$ cat src/design/ipchk_pkg.sv
// package with constants, types and character classes for the address checker
package ipchk_pkg;

	localparam int unsigned CHAR_W = 8;

	localparam logic [CHAR_W-1:0] CHAR_DOT   = 8'h2E;
	localparam logic [CHAR_W-1:0] CHAR_COLON = 8'h3A;

	localparam logic [5:0] LEN_SAT     = 6'd63;
	localparam logic [5:0] V4_MAX_LEN  = 6'd15;
	localparam logic [5:0] V6_MAX_LEN  = 6'd39;

	localparam logic [2:0] V4_DOTS      = 3'd3;
	localparam logic [2:0] DOT_SAT      = 3'd4;
	localparam logic [2:0] V4_GROUP_MAX = 3'd3;
	localparam logic [2:0] DEC_SAT      = 3'd4;

	localparam logic [2:0] V6_GROUP_MAX = 3'd4;
	localparam logic [2:0] HEX_SAT      = 3'd5;
	localparam logic [3:0] SINGLE_SAT   = 4'd15;
	localparam logic [1:0] DOUBLE_SAT   = 2'd3;
	localparam logic [3:0] V6_SINGLES_WITH_MARK = 4'd5;
	localparam logic [3:0] V6_SINGLES_NO_MARK   = 4'd7;

	typedef struct packed {
		logic               take;
		logic               is_last;
		logic [CHAR_W-1:0]  char_code;
	} step_t;

	typedef struct packed {
		logic ipv4_ok;
		logic ipv6_ok;
	} verdict_t;

	function automatic logic is_dec(input logic [CHAR_W-1:0] c);
		return (c >= 8'h30) && (c <= 8'h39);
	endfunction

	function automatic logic is_hex(input logic [CHAR_W-1:0] c);
		return is_dec(c) || ((c >= 8'h41) && (c <= 8'h46)) ||
			((c >= 8'h61) && (c <= 8'h66));
	endfunction

endpackage

$ cat src/design/ipchk_scan.sv
// running counters and verdict logic for one address text
module ipchk_scan (
	input  logic                clk,
	input  logic                arst_n,
	input  ipchk_pkg::step_t    step,
	output ipchk_pkg::verdict_t verdict
);

	logic [5:0] len_q;
	logic [2:0] dots_q;
	logic [2:0] dec_len_q;
	logic       v4_good_q;
	logic [3:0] single_q;
	logic [1:0] double_q;
	logic [2:0] hex_len_q;
	logic       pend_q;
	logic       v6_good_q;

	logic [5:0] len_n;
	logic [2:0] dots_n;
	logic [2:0] dec_len_n;
	logic       v4_good_n;
	logic [3:0] single_n;
	logic [1:0] double_n;
	logic [2:0] hex_len_n;
	logic       pend_n;
	logic       v6_good_n;
	logic       v4_ok;
	logic       v6_ok;

	always_comb begin
		len_n     = (len_q < ipchk_pkg::LEN_SAT) ? len_q + 6'd1 : len_q;
		dots_n    = dots_q;
		dec_len_n = dec_len_q;
		v4_good_n = v4_good_q;
		single_n  = single_q;
		double_n  = double_q;
		hex_len_n = hex_len_q;
		pend_n    = pend_q;
		v6_good_n = v6_good_q;

		// dotted decimal
		if (ipchk_pkg::is_dec(step.char_code)) begin
			dec_len_n = (dec_len_q < ipchk_pkg::DEC_SAT) ? dec_len_q + 3'd1 : dec_len_q;
			if (dec_len_n > ipchk_pkg::V4_GROUP_MAX) v4_good_n = 1'b0;
		end else if (step.char_code == ipchk_pkg::CHAR_DOT) begin
			if (dec_len_q == 3'd0) v4_good_n = 1'b0;
			dots_n = (dots_q < ipchk_pkg::DOT_SAT) ? dots_q + 3'd1 : dots_q;
			if (dots_n > ipchk_pkg::V4_DOTS) v4_good_n = 1'b0;
			dec_len_n = 3'd0;
		end else begin
			v4_good_n = 1'b0;
		end

		// colon hex, colons pair from the left
		if (step.char_code == ipchk_pkg::CHAR_COLON) begin
			if (pend_q) begin
				double_n = (double_q < ipchk_pkg::DOUBLE_SAT) ? double_q + 2'd1 : double_q;
				pend_n   = 1'b0;
			end else begin
				pend_n = 1'b1;
			end
			hex_len_n = 3'd0;
		end else begin
			if (pend_q) begin
				single_n = (single_q < ipchk_pkg::SINGLE_SAT) ? single_q + 4'd1 : single_q;
				pend_n   = 1'b0;
			end
			if (ipchk_pkg::is_hex(step.char_code)) begin
				hex_len_n = (hex_len_q < ipchk_pkg::HEX_SAT) ? hex_len_q + 3'd1 : hex_len_q;
				if (hex_len_n > ipchk_pkg::V6_GROUP_MAX) v6_good_n = 1'b0;
			end else begin
				v6_good_n = 1'b0;
			end
		end

		v4_ok = v4_good_n && (len_n <= ipchk_pkg::V4_MAX_LEN) &&
			(dots_n == ipchk_pkg::V4_DOTS) && (dec_len_n != 3'd0);

		v6_ok = v6_good_n && (len_n <= ipchk_pkg::V6_MAX_LEN) && !pend_n &&
			(double_n <= 2'd1);
		if ((double_n == 2'd1) && (single_n > ipchk_pkg::V6_SINGLES_WITH_MARK)) v6_ok = 1'b0;
		if ((double_n == 2'd0) && (single_n > ipchk_pkg::V6_SINGLES_NO_MARK)) v6_ok = 1'b0;

		verdict.ipv4_ok = v4_ok;
		verdict.ipv6_ok = v6_ok;
	end

	always_ff @(posedge clk or negedge arst_n) begin
		if (!arst_n) begin
			len_q     <= '0;
			dots_q    <= '0;
			dec_len_q <= '0;
			v4_good_q <= 1'b1;
			single_q  <= '0;
			double_q  <= '0;
			hex_len_q <= '0;
			pend_q    <= 1'b0;
			v6_good_q <= 1'b1;
		end else if (step.take) begin
			if (step.is_last) begin
				len_q     <= '0;
				dots_q    <= '0;
				dec_len_q <= '0;
				v4_good_q <= 1'b1;
				single_q  <= '0;
				double_q  <= '0;
				hex_len_q <= '0;
				pend_q    <= 1'b0;
				v6_good_q <= 1'b1;
			end else begin
				len_q     <= len_n;
				dots_q    <= dots_n;
				dec_len_q <= dec_len_n;
				v4_good_q <= v4_good_n;
				single_q  <= single_n;
				double_q  <= double_n;
				hex_len_q <= hex_len_n;
				pend_q    <= pend_n;
				v6_good_q <= v6_good_n;
			end
		end
	end

endmodule

$ cat config.mk
export PLATFORM = sky130hd
export DESIGN_NAME = ipchk_scan
export DESIGN_NICKNAME = d
export VERILOG_FILES = /design/src/design/ipchk_pkg.sv /design/src/design/ipchk_scan.sv
export SDC_FILE = /design/constraint.sdc
export NUM_CORES = 1
export LEC_CHECK = 0
export ABC_AREA = 1
export BUFFER_PORTS_ARGS = -buffer_cell sky130_fd_sc_hd__buf_2
export CAP_MARGIN = 20
export CORE_UTILIZATION = 45
export DETAILED_ROUTE_END_ITERATION = 10
export PLACE_DENSITY = 0.68
export SLEW_MARGIN = 20
export SYNTH_ARGS = -nofsm -noshare
export SYNTH_HDL_FRONTEND = slang
export SYNTH_SLANG_ARGS = --single-unit
export TNS_END_PERCENT = 10
$ cat constraint.sdc
create_clock -name clk -period 3.7 [get_ports clk]
set_clock_uncertainty 0.1 [all_clocks]
set_input_delay 0.37 -clock clk [delete_from_list [all_inputs] [get_ports clk]]
set_output_delay 0.37 -clock clk [all_outputs]
set_load 0.005 [all_outputs]
==> run summary <==
status - complete, but fails checks
failing checks - negative hold slack
clk_lat worst skew - 260 ps
Post-Synthesis Mean Instance Area - 6.99 sq um
clock buffer depth - 2
Final #Nets - 285
dpl ws - 1720 ps
Synth async-reset ratio - 1.00
synth cell count leaders - nand2_1 (63), inv_1 (35), dfrtp_1 (22), nor2_1 (22), nand3_1 (20)
Crit Path Max Fanout - 4
Hold-fix buffers, CTS - 0
dominant cells by area after synthesis - dfrtp_1 (31%), nand2_1 (13%), inv_1 (7.4%), nand3_1 (5.6%), nor2_1 (4.7%)
# clock sinks - 24
VDD IR-drop max - 291 uV
DIE AREA - 0.00420 sq mm
Post-Synthesis Cells - 254
Max Freq - 450 MHz
Post-Syn Nets - 272
Reg clk slew, reported paths - 90 ps
die width - 64.8 microns
htree depth - 1
slew margin rel. - 0.630
share of layout cells above drive strength 1 - 0.177
synthesized area - 0.00177 sq mm
Post-CTS Setup Bufs - 0
ratio of routed vias to standard cells - 5.03
vias in the first global route - 1,507
Core Area - 0.00372 sq mm
total global-route track usage - 0.191
Ports - 14
LEAKAGE - 1.04 nW
DR iter-0 viols - 69
leading area contributor after synthesis - dfrtp_1
unrepaired setup endpoints after global routing - no
Detailed Routing Iterations Pass 1 - 4
HP Class - primary input to async pin
Routed Antenna Nets - 0
CTS root buf - clkbuf_8
Layout area overhead - 8.60%
share of the synthesized area in the top cell type - 0.310
Final Cell Area - 0.00193 sq mm
max cap viols - 0
post-synth cell types - 32
EDFF count, synth - 0
fin crit share - 0.600
GR Overflow Total - 0
CTS Buf Count - 3
Power Dens Cells - 326 mW/mm^2
top-count cell post-synth - nand2_1
dpl hpwl - 2680 microns
DRC errors left - 0
Total Wirelength - 3530 microns
WL per Instance - 11.2 microns
antenna violations before repair - 0
diode count - 0
GPL Wtd Cong - 0.825
sequential fraction of the synthesis area - 0.340
initial core utilization - 0.477
register bit count reported by yosys - 24
crit path kind - flop to output port
Post-synth top flop - dfrtp_1
Port Buf Inserts - 13
Worst Path Arrival - 1750 ps
die height - 64.8 microns
minimum clock period - 2220 ps
worst-margin pin slew - 555 ps
worst hold slack - -19.1 ps
CP startpoint kind - flop
Fin. Hold Viols - 22
vias - 1,578
first-pass GRT wire length - 6340 microns
placed cell area - 0.00187 sq mm
largest net degree at the start of global routing - 25
Worst Setup End Kind - output port
setup violators final - 0
CP Data Required Time - 3230 ps
CTS tree - yes
Cell Rows - 22
yosys warns - 0
final core occ - 0.519
fin worst setup slack - 1480 ps
setup TNS - 0 ps
Slew Viols, Final - 0
Post-CTS Resized - 0
==> power by group <==
part | internal [mW] | switching, mW
Sequential | 0.286 | 0.0220
Clock | 0.0949 | 0.0819
Combinational | 0.0546 | 0.0890
==> through the flow <==
| stage | total power, mW | cells |
|---|---|---|
| after global placement | 0.455 | 310 |
| after floorplan | 0.419 | 254 |
| after global routing | 0.671 | 314 |
| after detailed placement | 0.457 | 310 |
| after CTS | 0.637 | 314 |
| final | 0.628 | 314 |
==> critical path: stages, from the launching register on <==
cell      delay (ps)
dfrtp_1          420
ha_1             260
nand4_1          180
nand3_1          130
clkinv_1          70
nand2_1           50
nor2_1            80
nand3_1           90
nor2_2           100
buf_2            110
==> per-layer routing <==
metal | wire length [microns] | global-route usage | part of all wire
met2 | 1710 | 0.335 | 0.48
met4 | 10 | 0.0278 | 0.0028
met3 | 85 | 0.0423 | 0.024
met5 | 0 | 0 | 0
met1 | 1720 | 0.242 | 0.49
==> final cells by class <==
cell class              instances  area [sq um]
repair buffers                 13          65.1
multi-input cells             183           986
well taps                      48          60.1
fillers                       394          1790
clock buffers                   4          55.1
inverters                      42           158
flip-flops and latches         24           603
==> registers in the layout, summed over array words and instances, names as in the netlist <==
register and count:
len_q 6, single_q 4, dec_len_q 3, dots_q 3
hex_len_q 3, double_q 2, pend_q 1, v4_good_q 1
v6_good_q 1
==> placed cells by master (no fill, tap or decap), types with 9 or more instances in the layout <==
master,netlist,final
o21ai_0,11,11
nor2_1,22,22
nand2_2,9,9
nand3_1,20,20
o21ai_1,9,9
inv_1,35,35
buf_2,1,13
nand2_1,63,63
dfrtp_1,22,22
o22ai_1,9,9
==> path summary, 6_finish.rpt <==
check,start,to,slack (ps),cells after the start
min in group clk,step[8],double_q[1]$_DFFE_PN0P_,320,4
setup / recovery,len_q[0]$_DFFE_PN0P_,verdict[1],1480,9
max in group asynchronous,arst_n,v4_good_q$_DFFE_PN1P_,3140,1
hold / removal,arst_n,hex_len_q[0]$_DFFE_PN0P_,-20,1
setup reg to reg,len_q[0]$_DFFE_PN0P_,len_q[1]$_DFFE_PN0P_,2190,6
hold reg to reg,v6_good_q$_DFFE_PN1P_,v6_good_q$_DFFE_PN1P_,370,2
==> kinds of logic after synthesis <==
logic type,Yosys count,share of synthesized area
compound gates,38,0.126
xor+xnor,4,0.0197
fa+ha+maj,6,0.0423
buf+inv,47,0.104
flops,24,0.340
simple gates,135,0.367
No activity file was read; power rests on OpenSTA's default activity.
